`src/rtl/osdm_pkg.sv`:
```
`timescale 1ns / 1ps
// Shared constants and types for the ordered store with delete-max.
// No dependencies.
package osdm_pkg;

  localparam int DEPTH  = 16;
  localparam int ADDR_W = $clog2(DEPTH);
  localparam int CNT_W  = $clog2(DEPTH + 1);
  localparam int DATA_W = 32;

  typedef logic [1:0] opcode_t;
  localparam opcode_t OP_INSERT = 2'd0;
  localparam opcode_t OP_DELMAX = 2'd1;
  localparam opcode_t OP_LIST   = 2'd2;

  typedef logic [2:0] status_t;
  localparam status_t ST_INSERTED = 3'd0;
  localparam status_t ST_FULL     = 3'd1;
  localparam status_t ST_DELETED  = 3'd2;
  localparam status_t ST_EMPTY    = 3'd3;
  localparam status_t ST_LISTED   = 3'd4;

endpackage

```
`src/rtl/ordered_store_delete_max.sv`:
```
`timescale 1ns / 1ps
// Ordered store of signed values with insert-at-rear, delete-max and list.
// Depends on osdm_pkg.
//
// Usage:
//  - Input channel (in_valid / in_stall): one transaction carries opcode and
//    value. in_stall is high whenever the sequencer is busy; a new command is
//    taken only from the idle state. Opcode 3 is taken and ignored.
//  - Output channel (out_valid / out_stall): status, value_res, last. Every
//    command except opcode 3 gives one or more results; last marks the final
//    one. A one-deep output register sits between the sequencer and the
//    output, so a command can be taken while its predecessor's last result
//    still waits there.
//  - Sequencing: all work goes through one 16x32 array with one read port
//    (registered data) and one write port, and one signed comparator.
//    Insert writes unless full, then reports. Delete-max scans the n entries,
//    then moves each entry behind the maximum one place toward the front to
//    close the gap, then reports. List reads the entries in order. Empty cases report.
//  - Receiver stall: the sequencer waits on the output register; the list
//    walk re-reads the current entry until it can be handed over.
//  - Reset (rst, synchronous): store empty, sequencer idle, output empty.
//    Array contents are not cleared; only entries below the fill count are used.
module ordered_store_delete_max
  import osdm_pkg::*;
(
  input  logic                     clk,
  input  logic                     rst,
  input  logic                     in_valid,
  output logic                     in_stall,
  input  logic [1:0]               opcode,
  input  logic signed [DATA_W-1:0] value,
  output logic                     out_valid,
  input  logic                     out_stall,
  output logic [2:0]               status,
  output logic signed [DATA_W-1:0] value_res,
  output logic                     last
);

  typedef enum logic [6:0] {
    S_IDLE  = 7'b0000001,
    S_INS   = 7'b0000010,
    S_EMPTY = 7'b0000100,
    S_SCAN  = 7'b0001000,
    S_SHIFT = 7'b0010000,
    S_DEL   = 7'b0100000,
    S_LIST  = 7'b1000000
  } state_t;

  // Storage array, front at address 0.
  logic [DATA_W-1:0] mem [DEPTH];

  state_t              state, state_next;
  logic [DATA_W-1:0]   val, val_next;
  logic [CNT_W-1:0]    count, count_next;
  logic [ADDR_W-1:0]   rd_addr;
  logic [ADDR_W-1:0]   rd_idx;             // address whose data sits in rd_data
  logic [DATA_W-1:0]   rd_data;
  logic [DATA_W-1:0]   maxv, maxv_next;
  logic [ADDR_W-1:0]   best, best_next;
  logic                wr_en;
  logic [ADDR_W-1:0]   wr_addr;
  logic [DATA_W-1:0]   wr_data;

  logic                out_valid_next;
  status_t             status_next;
  logic [DATA_W-1:0]   value_res_next;
  logic                last_next;

  logic                out_free;
  logic                in_take;
  logic [CNT_W-1:0]    count_last;
  logic                at_end;
  logic                take;

  assign in_stall   = (state != S_IDLE);
  assign in_take    = in_valid && !in_stall;
  assign out_free   = !out_valid || !out_stall;
  assign count_last = count - CNT_W'(1);
  assign at_end     = (CNT_W'(rd_idx) == count_last);
  // The one shared comparator: first entry always wins, later ones only if larger.
  assign take       = (rd_idx == '0) || ($signed(rd_data) > $signed(maxv));

  always_comb begin
    state_next     = state;
    val_next       = val;
    count_next     = count;
    maxv_next      = maxv;
    best_next      = best;
    rd_addr        = rd_idx;
    wr_en          = 1'b0;
    wr_addr        = count[ADDR_W-1:0];
    wr_data        = val;
    out_valid_next = out_valid && out_stall;
    status_next    = status;
    value_res_next = value_res;
    last_next      = last;

    unique case (state)
      S_IDLE: begin
        rd_addr = '0;
        if (in_take) begin
          val_next = value;
          unique case (opcode)
            OP_INSERT: state_next = S_INS;
            OP_DELMAX: state_next = (count == '0) ? S_EMPTY : S_SCAN;
            OP_LIST:   state_next = (count == '0) ? S_EMPTY : S_LIST;
            default:   state_next = S_IDLE;
          endcase
        end
      end

      S_INS: begin
        if (out_free) begin
          out_valid_next = 1'b1;
          value_res_next = '0;
          last_next      = 1'b1;
          if (count == CNT_W'(DEPTH)) begin
            status_next = ST_FULL;
          end else begin
            status_next = ST_INSERTED;
            wr_en       = 1'b1;
            wr_addr     = count[ADDR_W-1:0];
            wr_data     = val;
            count_next  = count + CNT_W'(1);
          end
          state_next = S_IDLE;
        end
      end

      S_EMPTY: begin
        if (out_free) begin
          out_valid_next = 1'b1;
          status_next    = ST_EMPTY;
          value_res_next = '0;
          last_next      = 1'b1;
          state_next     = S_IDLE;
        end
      end

      S_SCAN: begin
        if (take) begin
          maxv_next = rd_data;
          best_next = rd_idx;
        end
        rd_addr = rd_idx + ADDR_W'(1);
        if (at_end) begin
          // Start closing the gap: fetch the entry just behind the maximum.
          rd_addr = best_next + ADDR_W'(1);
          state_next = (CNT_W'(best_next) == count_last) ? S_DEL : S_SHIFT;
        end
      end

      S_SHIFT: begin
        // rd_data holds entry rd_idx; move it one place toward the front.
        wr_en   = 1'b1;
        wr_addr = rd_idx - ADDR_W'(1);
        wr_data = rd_data;
        rd_addr = rd_idx + ADDR_W'(1);
        if (at_end) begin
          state_next = S_DEL;
        end
      end

      S_DEL: begin
        if (out_free) begin
          out_valid_next = 1'b1;
          status_next    = ST_DELETED;
          value_res_next = maxv;
          last_next      = 1'b1;
          count_next     = count_last;
          state_next     = S_IDLE;
        end
      end

      S_LIST: begin
        if (out_free) begin
          out_valid_next = 1'b1;
          status_next    = ST_LISTED;
          value_res_next = rd_data;
          last_next      = at_end;
          rd_addr        = rd_idx + ADDR_W'(1);
          if (at_end) begin
            state_next = S_IDLE;
          end
        end
      end

      default: begin
        state_next = S_IDLE;
      end
    endcase
  end

  // Control state.
  always_ff @(posedge clk) begin
    if (rst) begin
      state     <= S_IDLE;
      count     <= '0;
      out_valid <= 1'b0;
    end else begin
      state     <= state_next;
      count     <= count_next;
      out_valid <= out_valid_next;
    end
  end

  // Payload registers.
  always_ff @(posedge clk) begin
    val       <= val_next;
    maxv      <= maxv_next;
    best      <= best_next;
    rd_idx    <= rd_addr;
    status    <= status_next;
    value_res <= value_res_next;
    last      <= last_next;
  end

  // Array: one write port, one read port with registered data.
  always_ff @(posedge clk) begin
    if (wr_en) begin
      mem[wr_addr] <= wr_data;
    end
    rd_data <= mem[rd_addr];
  end

endmodule

```
`config.mk`:
```
export PLATFORM = sky130hd
export DESIGN_NAME = ordered_store_delete_max
export DESIGN_NICKNAME = d
export VERILOG_FILES = /design/src/rtl/osdm_pkg.sv /design/src/rtl/ordered_store_delete_max.sv
export SDC_FILE = /design/constraint.sdc
export NUM_CORES = 1
export LEC_CHECK = 0
export BUFFER_PORTS_ARGS = -buffer_cell sky130_fd_sc_hd__buf_2
export CAP_MARGIN = 5
export CORE_ASPECT_RATIO = 1.25
export CORE_MARGIN = 3
export CORE_UTILIZATION = 65
export CTS_BUF_LIST = sky130_fd_sc_hd__clkbuf_8
export CTS_CLUSTER_DIAMETER = 100
export CTS_CLUSTER_SIZE = 25
export DETAILED_ROUTE_END_ITERATION = 6
export MAX_ROUTING_LAYER = met4
export PLACE_DENSITY = 0.83
export SLEW_MARGIN = 20
export SYNTH_ARGS = -nofsm -noshare
export SYNTH_HDL_FRONTEND = slang
export SYNTH_SLANG_ARGS = --single-unit
```
`constraint.sdc`:
```
create_clock -name clk -period 7 [get_ports clk]
set_input_delay 1.75 -clock clk [delete_from_list [all_inputs] [get_ports clk]]
set_output_delay 1.75 -clock clk [all_outputs]
set_load 0.05 [all_outputs]
```
# After elaboration in Yosys (flattened, before gate mapping)
# Memory sizes are Yosys's and may differ from the RTL's. A register that Yosys moved wholly into a read port is not among the register bits.
# Index checks and enable logic that the tools add are counted.
[word_totals] in_bits=38 memories=1 ram_bits=512 wordCells=107 reg_bits=121
[memory_table] name="mem" depth=16 word_bits=32 read_ports=1 rd_ports_with_merged_regs=1 wr=1 line="ordered_store_delete_max.sv:50" rtl="logic [DATA_W-1:0] mem [DEPTH];"
[op_classes] eq_ne=24 add_sub_neg=5 n_mux=42 reduce_logical=24 magnitude_cmp=1
[ops] cell="two-way mux 32 bit" n=4
[ops] cell="one-hot mux 32 bit (3 select lines)" n=1
[ops] cell="two-way mux 7 bit" n=7
[ops] cell="one-hot mux 7 bit (5 select lines)" n=1
[ops] cell="greater-than comparator 32 bit" n=1
[ops] cell="two-way mux 4 bit" n=6
[ops] cell="one-hot mux 7 bit (3 select lines)" n=1
[ops] cell="!= test 2 bit, second input constant" n=9
[ops] cell="one-hot mux 4 bit (4 select lines)" n=1
[ops] cell="two-way mux 5 bit" n=3
[ops] cell="two-way mux 3 bit" n=4
[ops] cell="one-hot mux 3 bit (4 select lines)" n=1
[ops] cell="== test 4 x 5 -> 1 bit" n=2
[ops] cell="one-hot mux 5 bit (2 select lines)" n=1
[ops] cell="two-way mux 1 bit" n=9
[ops] cell="adder 4 x 1 -> 4 bit, second input constant" n=2
[ops] cell="AND reduction 4 bit" n=2
[ops] cell="== test 7 x 1 -> 1 bit, second input constant" n=1
[ops] cell="== test 7 x 2 -> 1 bit, second input constant" n=1
[ops] cell="== test 7 x 3 -> 1 bit, second input constant" n=1
[ops] cell="== test 7 x 4 -> 1 bit, second input constant" n=1
[ops] cell="== test 7 x 5 -> 1 bit, second input constant" n=1
[ops] cell="== test 7 x 6 -> 1 bit, second input constant" n=1
[ops] cell="== test 7 bit, second input constant" n=1
[ops] cell="other kinds (26)" n=34

# Longest topological paths before layout
# Gate-level depths: netlist of run 1.
[depth] depth_word=8 ltp_mapped=18 mapped_depth_nobuf=15

# Worst setup path before layout of run 1
# OpenSTA, ideal clock, no wires.
[synth_path] path_type="input to register" start="input out_stall" end="memory mem[2][0], enable pin" arrival_time_ns=3.842 cell_stages=4 setup_slack_ns=2.737 setup_time_ns=0.421 cell_sequence="nand2_1 -> nand4b_1 -> o32a_1 -> nor2_1"
[synth_between] elab_chain_len=6
[synth_rtl] item="start: declaration" line="ordered_store_delete_max.sv:33" rtl="input logic out_stall,"
[synth_rtl] item="logical NOT 1 bit" line="ordered_store_delete_max.sv:77" rtl="assign out_free = !out_valid || !out_stall;"
[synth_rtl] item="logical OR 1 bit" line="ordered_store_delete_max.sv:77"
[synth_rtl] item="two-way mux 1 bit" line="ordered_store_delete_max.sv:113" rtl="if (out_free) begin"
[synth_rtl] item="one-hot mux 1 bit (2 select lines)" line="ordered_store_delete_max.sv:98" rtl="unique case (state)"
[synth_rtl] item="two-way mux 1 bit" line="ordered_store_delete_max.sv:220" rtl="if (wr_en) begin"
[synth_rtl] item="two-way mux 1 bit (implied by the code)" line="ordered_store_delete_max.sv:221" rtl="mem[wr_addr] <= wr_data;"
[synth_rtl] item="end: declaration" line="ordered_store_delete_max.sv:50"
# No other way between the ends.

# Final worst setup path of run 1
[layout_path] start="register rd_data[30], read port of mem" end="register rd_data[14], read port of mem"
[layout_between] elab_chain_len=7
[layout_rtl] item="start: declaration" line="ordered_store_delete_max.sv:57" rtl="logic [DATA_W-1:0] rd_data;"
[layout_rtl] item="greater-than comparator 32 bit" line="ordered_store_delete_max.sv:81" rtl="assign take = (rd_idx == '0) || ($signed(rd_data) > $signed(maxv));"
[layout_rtl] item="logical OR 1 bit" line="ordered_store_delete_max.sv:81"
[layout_rtl] item="two-way mux 4 bit" line="ordered_store_delete_max.sv:141" rtl="if (take) begin"
[layout_rtl] item="two-way mux 4 bit" line="ordered_store_delete_max.sv:98"
[layout_rtl] item="adder 4 x 1 -> 4 bit" line="ordered_store_delete_max.sv:148" rtl="rd_addr = best_next + ADDR_W'(1);"
[layout_rtl] item="two-way mux 4 bit" line="ordered_store_delete_max.sv:146" rtl="if (at_end) begin"
[layout_rtl] item="one-hot mux 4 bit (4 select lines)" line="ordered_store_delete_max.sv:98"
# No other way between the ends. The select of a mux whose other input is x is not followed.
# A chain may end at the register's enable or synchronous reset.

==> results.cfg, run 1 <==
[power]
power.net_switching_mw = 2.11
comb_power_share_pct = 16.4
report.power.total_mw = 7.66
power-per-cell-area_nw_per_um2 = 261
power_report.internal_total_mw = 5.55
leakagePower_nw = 11.4
power_frac_clock_pct = 19.7
netSwitchingFraction_pct = 27.5
power.ir.vdd_worst_mv = 0.289
p_seq_share_pct = 63.8

[floorplanning]
die_x_um = 191
die-height_um = 237
die-area_um2 = 45400
core_area_um2 = 42300
ios = 76
rows = 84
start_util_pct = 65.9

[synthesis]
synth_area_leader_cell = sky130_fd_sc_hd__edfxtp_1
ys_top_cells_by_area = sky130_fd_sc_hd__edfxtp_1 (67%), sky130_fd_sc_hd__mux2i_1 (17%), sky130_fd_sc_hd__dfxtp_1 (3.4%), sky130_fd_sc_hd__ha_1 (1.7%), sky130_fd_sc_hd__buf_6 (1.6%)
synth_nets = 1758
number_of_enable_type_register_cells_in_the_synthesized_netlist = 617
synth_top_flop_cell = sky130_fd_sc_hd__edfxtp_1
ys_types = 75
syn_avg_cell_area_um2 = 16.6
synth_top_area_share_pct = 66.5
yosysWarnings = 0
postSynthCellCount = 1682
netlist_area_um2 = 27900
ys_seq_area_share_pct = 70.0
ffs_w_async_s_r_synth_pct = 0
synth.ff_latch_count = 665

[timing]
report.final.slew_viol_count = 0
grt_setup_unrepaired = false
worst_clock_skew_ns = 0.0433
layout_worst_path_cycle_share_pct = 75.5
period_needed_ns = 5.28
highest_achievable_clock_rate_mhz = 189
final_hold_fails = 0
worst_pin_slew_ns = 1.11
fin_setup_tns_ns = 0
holdWs_ns = 0.511
max-slew-margin-rel_pct = 25.6
timing.final.setup_violations = 0

[cts]
clock-sinks = 665
cts-resized-gates = 0
max-clock-path-buffers = 3
clk_transition_reported_paths_ns = 0.16
worst_skew_pair.late_latency_ns = 0.70
ctsHtreeMaxLevel = 1
hold_buffers = 0
cts_root_buf = sky130_fd_sc_hd__clkbuf_8
postCtsSetupRepairBufs = 0
tritoncts = built
cts-buffers-inserted = 30

[setup_path]
timing.setup.critical_path_class = reg -> reg
critical_path_at_ns = 5.80
worst-endpoint-required_ns = 7.52
timing.critical_path.to_type = flip-flop
worstPathCellList = ha_1 -> nand4_1 -> nor4_1 -> a21oi_1 -> o31a_1 -> o31ai_1 -> nand2_1 -> ha_1 -> mux2i_1 -> o211a_4 -> buf_12 -> mux2i_1 -> mux2i_1 -> mux2i_1 -> mux2i_1
critical_path.max_stage_delay_ns = 0.66
setup.worst_path.start_class = flip-flop
worstPathMaxFanout = 32
crit_path_top_delay_cell = sky130_fd_sc_hd__o211a_4
critical-path-top-cell-by-count = sky130_fd_sc_hd__mux2i_1

[placement]
dp_hpwl_mm = 33.7
gp_routability_congestion = 0.888
placed_cells = 2270
buffer_ports.inserted = 75
place_area_um2 = 28800

[grt]
grt_first_pass_wirelength_mm = 85.4
grt_antenna_before_repair = 1
grt_pass1_vias = 14532
groute.layer.met3.usage_pct = 2.74
grt_util_met2_pct = 42.2
grt_remaining_overflow = 0
grtUsageMet1_pct = 35.0
gr-usage-all-layers_pct = 25.9
grt_max_degree = 130
gr-max-usage-layer = met2

[routing]
route.detailed.wl_per_inst_um = 24.5
detailedRoute.firstPassIterationCount = 6
drtIter0Drc = 1321
drc = 0
detail-route-antenna-nets = 0
detail_route.vias_per_cell = 6.24
num_vias = 14523
totalWireLength_mm = 57.0

[cells_and_area]
most_common_library_cell_in_the_layout_ignoring_fill_and_taps = sky130_fd_sc_hd__edfxtp_1
final_cell_mix = sky130_fd_sc_hd__edfxtp_1 (617), sky130_fd_sc_hd__mux2i_1 (485), sky130_fd_sc_hd__nand2_1 (116)
antenna_cells = 0
instances_no_fill = 2326
layout.filler_cells = 2767
fin_area_um2 = 29400
area_delta_synth_final_pct = 5.46
drive_gt1_share_pct = 10.8
design.final.nets = 1819

[worst_hold_path]
worstHoldPathType = reg -> reg

[job]
cap_violations = 0

[run_status]
status = finished clean
## per-stage QoR
| step | util [%] | setup slack [ns] |
|---|---|---|
| after floorplan | - | 2.74 |
| after global placement | 68.3 | 1.90 |
| after detailed placement | 68.3 | 1.78 |
| after CTS | 69.5 | 1.71 |
| after global routing | 69.5 | 1.45 |
| final | 69.5 | 1.72 |
## worst max-delay path: cells and delay by family, from the launching register on
family	cells	cell delay, ns
compound gates	4	1.68
fa+ha+maj	2	0.65
buf+inv	1	0.29
flops	1	0.40
mux	5	1.05
simple gates	3	0.99
## flip-flops by register name, indices dropped and copies added (netlist names), named ones only
name,cells
best,4
value_res,32
mem,512
count,5
rd_data,32
state,7
status,3
out_valid,1
maxv,32
last,1
val,32
rd_idx,3
## cell type report
type                    count  area (µm²)  area share [%]
flip-flops and latches    665       19500            66.3
inverters                  45         169           0.575
clock buffers              31         427            1.45
multi-input cells         891        7760            26.4
repair buffers            110         726            2.47
clock inverters            25         101           0.345
well taps                 559         699            2.38
## final timing paths
check,from,slack (ns),depth (start not counted),endpoint
max reg2reg,rd_data[30]$_DFF_P_,1.72,15,rd_data[14]$_DFF_P_
min reg2reg,rd_data[0]$_DFF_P_,0.51,0,maxv[0]$_DFFE_PP_
max,rd_data[30]$_DFF_P_,1.72,15,rd_data[14]$_DFF_P_
min,rd_data[0]$_DFF_P_,0.51,0,maxv[0]$_DFFE_PP_
## per-layer routing
metal	routed length (µm)	part of all wire, %	vias to the layer above
li1	-	-	6544
met1	23200	41	7313
met2	28100	49	547
met3	3920	6.9	119
met4	1790	3.1	0
met5	0	0	-
## logic make-up after synthesis
group                    synth area share (%)
XOR/XNOR                                0.701
buffers and inverters                    2.88
AND/OR/NAND/NOR                          4.06
multiplexers                             17.5
adder cells (fa/ha/maj)                  1.71
flip-flops                               70.0
AO/OA/AOI/OAI                            3.16
## Yosys cell counts (all sizes together), types with 3 or more instances
master / n
a21oi: 23
edfxtp: 617
o21ai: 11
xnor2: 13
o31ai: 4
o211ai: 3
nand2: 116
xor2: 4
nand4: 12
nor2b: 5
and3: 3
o21a: 5
a31oi: 4
ha: 38
mux2i: 485
dfxtp: 48
nand3: 13
or2: 4
a22o: 32
nor2: 37
a21o: 3
clkbuf: 18
nor3: 18
nor4: 6
inv: 45
buf: 63
nand2b: 8
## power groups by stage
stage | Sequential [mW] | Combinational, mW | Clock [mW]
2_1_floorplan | 4.97 | 0.860 | 0
3_3_place_gp | 4.97 | 1.22 | 0
3_5_place_dp | 4.98 | 1.26 | 0
4_1_cts | 4.89 | 1.26 | 1.52
5_1_grt | 4.91 | 1.36 | 1.66
6_report | 4.89 | 1.26 | 1.51
Power figures use the tool's default switching activity.
==> inputs of run 2 (changes only) <==
- CORE_UTILIZATION: 65 -> 58
- PLACE_DENSITY: 0.83 -> 0.78
- clock period: 7 -> 4.25 ns (I/O delays scaled with it)
==> results.cfg, run 2 (same netlist as run 1, synthesis figures left out) <==
[run_status]
status = finished clean

[cells_and_area]
instances_no_fill = 2476
layout.filler_cells = 3199
most_common_library_cell_in_the_layout_ignoring_fill_and_taps = sky130_fd_sc_hd__edfxtp_1
seq_area_um2 = 19500
design.final.nets = 1890
multiInputGateArea_um2 = 7860
largest_register_ffs = 512
drive_gt1_share_pct = 15.0
final_cell_mix = sky130_fd_sc_hd__edfxtp_1 (617), sky130_fd_sc_hd__mux2i_1 (485), sky130_fd_sc_hd__nand2_1 (116)
area_delta_synth_final_pct = 9.60
max_flop_register = mem

[cts]
tritoncts = built
clock-sinks = 665
clk_transition_reported_paths_ns = 0.16
max-clock-path-buffers = 3
hold_buffers = 0
ctsHtreeMaxLevel = 1
worst_skew_pair.late_latency_ns = 0.69
cts-buffers-inserted = 30
cts_root_buf = sky130_fd_sc_hd__clkbuf_8

[floorplanning]
die-area_um2 = 50700
core_area_um2 = 47300
die_x_um = 202
die-height_um = 251
ios = 76
rows = 89
start_util_pct = 58.9

[routing]
detailedRoute.firstPassIterationCount = 6
num_vias = 14779
drtIter0Drc = 1344
totalWireLength_mm = 59.5
detail_route.vias_per_cell = 5.97
drc = 0
detail-route-antenna-nets = 0
route.detailed.wl_per_inst_um = 24.0

[placement]
placed_cells = 2407
dp_hpwl_mm = 36.0
placement.setup.worst_slack_ns = -0.0529
gp_routability_congestion = 0.878
buffer_ports.inserted = 75

[power]
leakagePower_nw = 11.9
report.power.total_mw = 12.7
power.ir.vdd_worst_mv = 0.242
power-per-cell-area_nw_per_um2 = 418

[timing]
holdWs_ns = 0.498
worst_pin_slew_ns = 1.05
max-slew-margin-rel_pct = 29.8
final_hold_fails = 0
timing.final.setup_violations = 0
final_setup_margin_ns = 0.140
report.final.slew_viol_count = 0
layout_worst_path_cycle_share_pct = 96.7
period_needed_ns = 4.11
highest_achievable_clock_rate_mhz = 243
worst_clock_skew_ns = 0.0308

[grt]
grt_remaining_overflow = 0
gr-usage-all-layers_pct = 23.6
grt_max_degree = 51
grt_antenna_before_repair = 1
grt_first_pass_wirelength_mm = 88.1
grt_pass1_vias = 14620

[setup_path]
timing.setup.critical_path_class = reg -> reg
worstPathMaxFanout = 10
timing.critical_path.to_type = flip-flop
critical_path_at_ns = 4.67
worst_r2r_startpoint = maxv[29]$_DFFE_PP_
worst-endpoint-required_ns = 4.81
setup.worst_path.start_class = flip-flop
startpoint = maxv[29]$_DFFE_PP_

[job]
cap_violations = 0

[worst_hold_path]
worstHoldPathType = reg -> reg
hp-start = rd_data[0]$_DFF_P_
## run 2: changes by cell type in the layout (fill, tap and decap cells not counted), moves of 2 or more
cell / previous run / this run
sky130_fd_sc_hd__buf_12: 7 / 34
sky130_fd_sc_hd__dfxtp_2: 0 / 3
sky130_fd_sc_hd__buf_4: 28 / 65
sky130_fd_sc_hd__dfxtp_1: 48 / 45
sky130_fd_sc_hd__buf_6: 0 / 3
sky130_fd_sc_hd__nor4_2: 1 / 3
sky130_fd_sc_hd__clkbuf_16: 0 / 2
sky130_fd_sc_hd__nor4_1: 5 / 3
sky130_fd_sc_hd__buf_16: 0 / 2
sky130_fd_sc_hd__o31ai_1: 3 / 1
## run 2: repair_timing
item / CTS / global route
setup endpoints to repair: 13 / 32
pin swaps: 0 / 10
cloned: 0 / 2
gates resized for setup: 2 / 21
buffers inserted: 0 / 10
## run 2: cell type report
type / count / share of cell area, %
Clock buffer: 31 / 1.40
Inverter: 45 / 0.553
Antenna cell: 1 / 0.00820
Tap cell: 637 / 2.61
Sequential cell: 665 / 63.9
Timing Repair Buffer: 181 / 5.51
Multi-Input combinational cell: 891 / 25.7
Clock inverter: 25 / 0.332
## run 2: worst paths after layout
check,endpoint,slack [ns],cells after the start
setup reg to reg,rd_data[29]$_DFF_P_,0.14,18
setup / recovery,rd_data[29]$_DFF_P_,0.14,18
hold reg to reg,maxv[0]$_DFFE_PP_,0.50,0
hold / removal,maxv[0]$_DFFE_PP_,0.50,0
## run 2: worst max-delay path: stages (launching register included)
cell and delay [ns]:
sky130_fd_sc_hd__edfxtp_1 0.43, sky130_fd_sc_hd__inv_1 0.08, sky130_fd_sc_hd__ha_1 0.23, sky130_fd_sc_hd__a21o_1 0.19, sky130_fd_sc_hd__a2111oi_2 0.37, sky130_fd_sc_hd__o31ai_2 0.14, sky130_fd_sc_hd__o31ai_2 0.37, sky130_fd_sc_hd__buf_4 0.20
sky130_fd_sc_hd__and4_4 0.23, sky130_fd_sc_hd__or2_4 0.12, sky130_fd_sc_hd__ha_1 0.22, sky130_fd_sc_hd__mux2i_1 0.17, sky130_fd_sc_hd__o211a_4 0.25, sky130_fd_sc_hd__buf_12 0.18, sky130_fd_sc_hd__buf_6 0.16, sky130_fd_sc_hd__mux2i_1 0.21
sky130_fd_sc_hd__mux2i_1 0.09, sky130_fd_sc_hd__mux2i_1 0.23, sky130_fd_sc_hd__mux2i_1 0.10
## run 2: routing by layer
metal	up-vias	wire length, µm	GRT usage [%]
li1	6687	-	-
met1	7475	24900	32.0
met2	540	29400	39.0
met3	77	3910	2.42
met4	0	1280	5.94
met5	-	0	-
## run 2: stage by stage
step / utilization (%) / cell area (µm²) / TNS, ns
2_1_floorplan: - / 27900 / 0
3_3_place_gp: 62.8 / 29700 / 0
3_5_place_dp: 62.8 / 29700 / -0.101
4_1_cts: 63.9 / 30300 / 0
5_1_grt: 64.5 / 30500 / -0.0811
6_report: 64.5 / 30500 / 0
## run 2: report_power, final
group	internal [mW]	leakage, nW	switching, mW
logic	0.761	5.53	1.49
registers	7.78	5.99	0.238
clock network	0.695	0.357	1.78
==> inputs of run 3 (changes only) <==
- REMOVE_ABC_BUFFERS: not set -> 1
==> results.cfg, run 3 (same netlist as run 1, synthesis figures left out) <==
[run_status]
status = finished clean

[cells_and_area]
layout.filler_cells = 3205
area_delta_synth_final_pct = 10.8
final_cell_mix = sky130_fd_sc_hd__edfxtp_1 (617), sky130_fd_sc_hd__mux2i_1 (475), sky130_fd_sc_hd__nand2_1 (115)
most_common_library_cell_in_the_layout_ignoring_fill_and_taps = sky130_fd_sc_hd__edfxtp_1
largest_register_ffs = 512
multiInputGateArea_um2 = 7960
drive_gt1_share_pct = 16.8
instances_no_fill = 2497
max_flop_register = mem
design.final.nets = 1911
seq_area_um2 = 19500

[job]
cap_violations = 0

[setup_path]
setup.worst_path.start_class = flip-flop
timing.critical_path.to_type = flip-flop
timing.setup.critical_path_class = reg -> reg
worstPathMaxFanout = 11
worst-endpoint-required_ns = 4.85
critical_path_at_ns = 4.76

[floorplanning]
start_util_pct = 58.9
ios = 76
die-area_um2 = 50700
die_x_um = 202
rows = 89
die-height_um = 251
core_area_um2 = 47300

[timing]
final_hold_fails = 0
worst_pin_slew_ns = 1.04
report.final.slew_viol_count = 0
holdWs_ns = 0.506
period_needed_ns = 4.16
layout_worst_path_cycle_share_pct = 98.0
fin_setup_tns_ns = 0
worst_clock_skew_ns = 0.0530
max-slew-margin-rel_pct = 30.1
timing.final.setup_violations = 0
highest_achievable_clock_rate_mhz = 240

[cts]
worst_skew_pair.late_latency_ns = 0.71
tritoncts = built
clock-sinks = 665
cts_root_buf = sky130_fd_sc_hd__clkbuf_8
hold_buffers = 0
ctsHtreeMaxLevel = 1
cts-buffers-inserted = 30
max-clock-path-buffers = 3
clk_transition_reported_paths_ns = 0.15

[power]
power-per-cell-area_nw_per_um2 = 417
leakagePower_nw = 12.0
report.power.total_mw = 12.9
power.ir.vdd_worst_mv = 0.276

[routing]
drc = 0
route.detailed.wl_per_inst_um = 24.9
drtIter0Drc = 1445
totalWireLength_mm = 62.3
detailedRoute.firstPassIterationCount = 6
detail_route.vias_per_cell = 6.10
num_vias = 15220
detail-route-antenna-nets = 0

[grt]
gr-usage-all-layers_pct = 24.2
grt_antenna_before_repair = 1
grt_pass1_vias = 14845
grt_max_degree = 49
grt_remaining_overflow = 0
grt_first_pass_wirelength_mm = 90.4

[placement]
buffer_ports.inserted = 75
gp_routability_congestion = 0.891
placed_cells = 2408
dp_hpwl_mm = 36.5

[worst_hold_path]
worstHoldPathType = reg -> reg
==> run 3: cell count changes in the layout (fill, tap and decap cells not counted), moves of 3 or more <==
cell,before,now
sky130_fd_sc_hd__buf_12,34,24
sky130_fd_sc_hd__buf_4,65,80
sky130_fd_sc_hd__buf_6,3,8
sky130_fd_sc_hd__buf_8,0,3
sky130_fd_sc_hd__clkbuf_16,2,9
sky130_fd_sc_hd__mux2i_1,485,475
sky130_fd_sc_hd__mux2i_2,0,10
==> run 3: per-stage QoR <==
step	cell area [µm²]	util [%]	setup slack [ns]
floorplan	27200	-	-6.89
global placement	29600	62.6	0.0393
detailed placement	29600	62.6	-0.105
CTS	30200	63.8	0.0244
global route	30800	65.2	-0.0668
finish	30800	65.2	0.0855
==> run 3: report_power, final <==
group | switching, mW | internal, mW | total, mW
combinational | 1.55 | 0.782 | 2.33
clock | 1.82 | 0.694 | 2.52
sequential | 0.217 | 7.78 | 8.00
total | 3.59 | 9.26 | 12.9
==> run 3: what timing repair did <==
item | 4_1_cts | 5_1_grt
pin swaps | 2 | 17
setup buffers | 2 | 22
gates cloned | 0 | 9
setup endpoints to repair | 31 | 32
gates resized for setup | 5 | 50
==> run 3: area by class of cell <==
class                           count  area share, %
Multi-Input combinational cell    891           25.8
Tap cell                          637           2.58
Timing Repair Buffer              202           6.16
Clock inverter                     25          0.329
Sequential cell                   665           63.2
Antenna cell                        1        0.00811
Clock buffer                       31           1.38
Inverter                           45          0.548
==> run 3: critical path, cell delays in order (launching register included) <==
cell	delay, ns
sky130_fd_sc_hd__edfxtp_1	0.41
sky130_fd_sc_hd__inv_1	0.07
sky130_fd_sc_hd__ha_1	0.23
sky130_fd_sc_hd__nor2b_1	0.13
sky130_fd_sc_hd__o211ai_1	0.35
sky130_fd_sc_hd__a211oi_4	0.14
sky130_fd_sc_hd__o41ai_4	0.46
sky130_fd_sc_hd__a31oi_1	0.19
sky130_fd_sc_hd__or2_4	0.30
sky130_fd_sc_hd__ha_4	0.23
sky130_fd_sc_hd__mux2i_1	0.17
sky130_fd_sc_hd__o211a_4	0.25
sky130_fd_sc_hd__buf_6	0.14
sky130_fd_sc_hd__buf_12	0.15
sky130_fd_sc_hd__buf_12	0.16
sky130_fd_sc_hd__mux2i_2	0.27
sky130_fd_sc_hd__mux2i_1	0.12
sky130_fd_sc_hd__mux2i_1	0.17
sky130_fd_sc_hd__mux2i_1	0.09
==> run 3: layer usage <==
metal / vias up / track usage (%) / share of wire [%]
li1: 6721 / - / -
met1: 7657 / 31.6 / 39
met4: 0 / 8.36 / 3.7
met2: 700 / 40.6 / 50
met5: - / - / 0
met3: 142 / 2.20 / 7.1
==> run 3: path summary, 6_finish.rpt <==
kind | startpoint | end | slack (ns) | cells past startpoint
hold / removal | rd_data[16]$_DFF_P_ | maxv[16]$_DFFE_PP_ | 0.51 | 0
setup reg to reg | maxv[1]$_DFFE_PP_ | rd_data[30]$_DFF_P_ | 0.09 | 18
hold reg to reg | rd_data[16]$_DFF_P_ | maxv[16]$_DFFE_PP_ | 0.51 | 0
setup / recovery | maxv[1]$_DFFE_PP_ | rd_data[30]$_DFF_P_ | 0.09 | 18
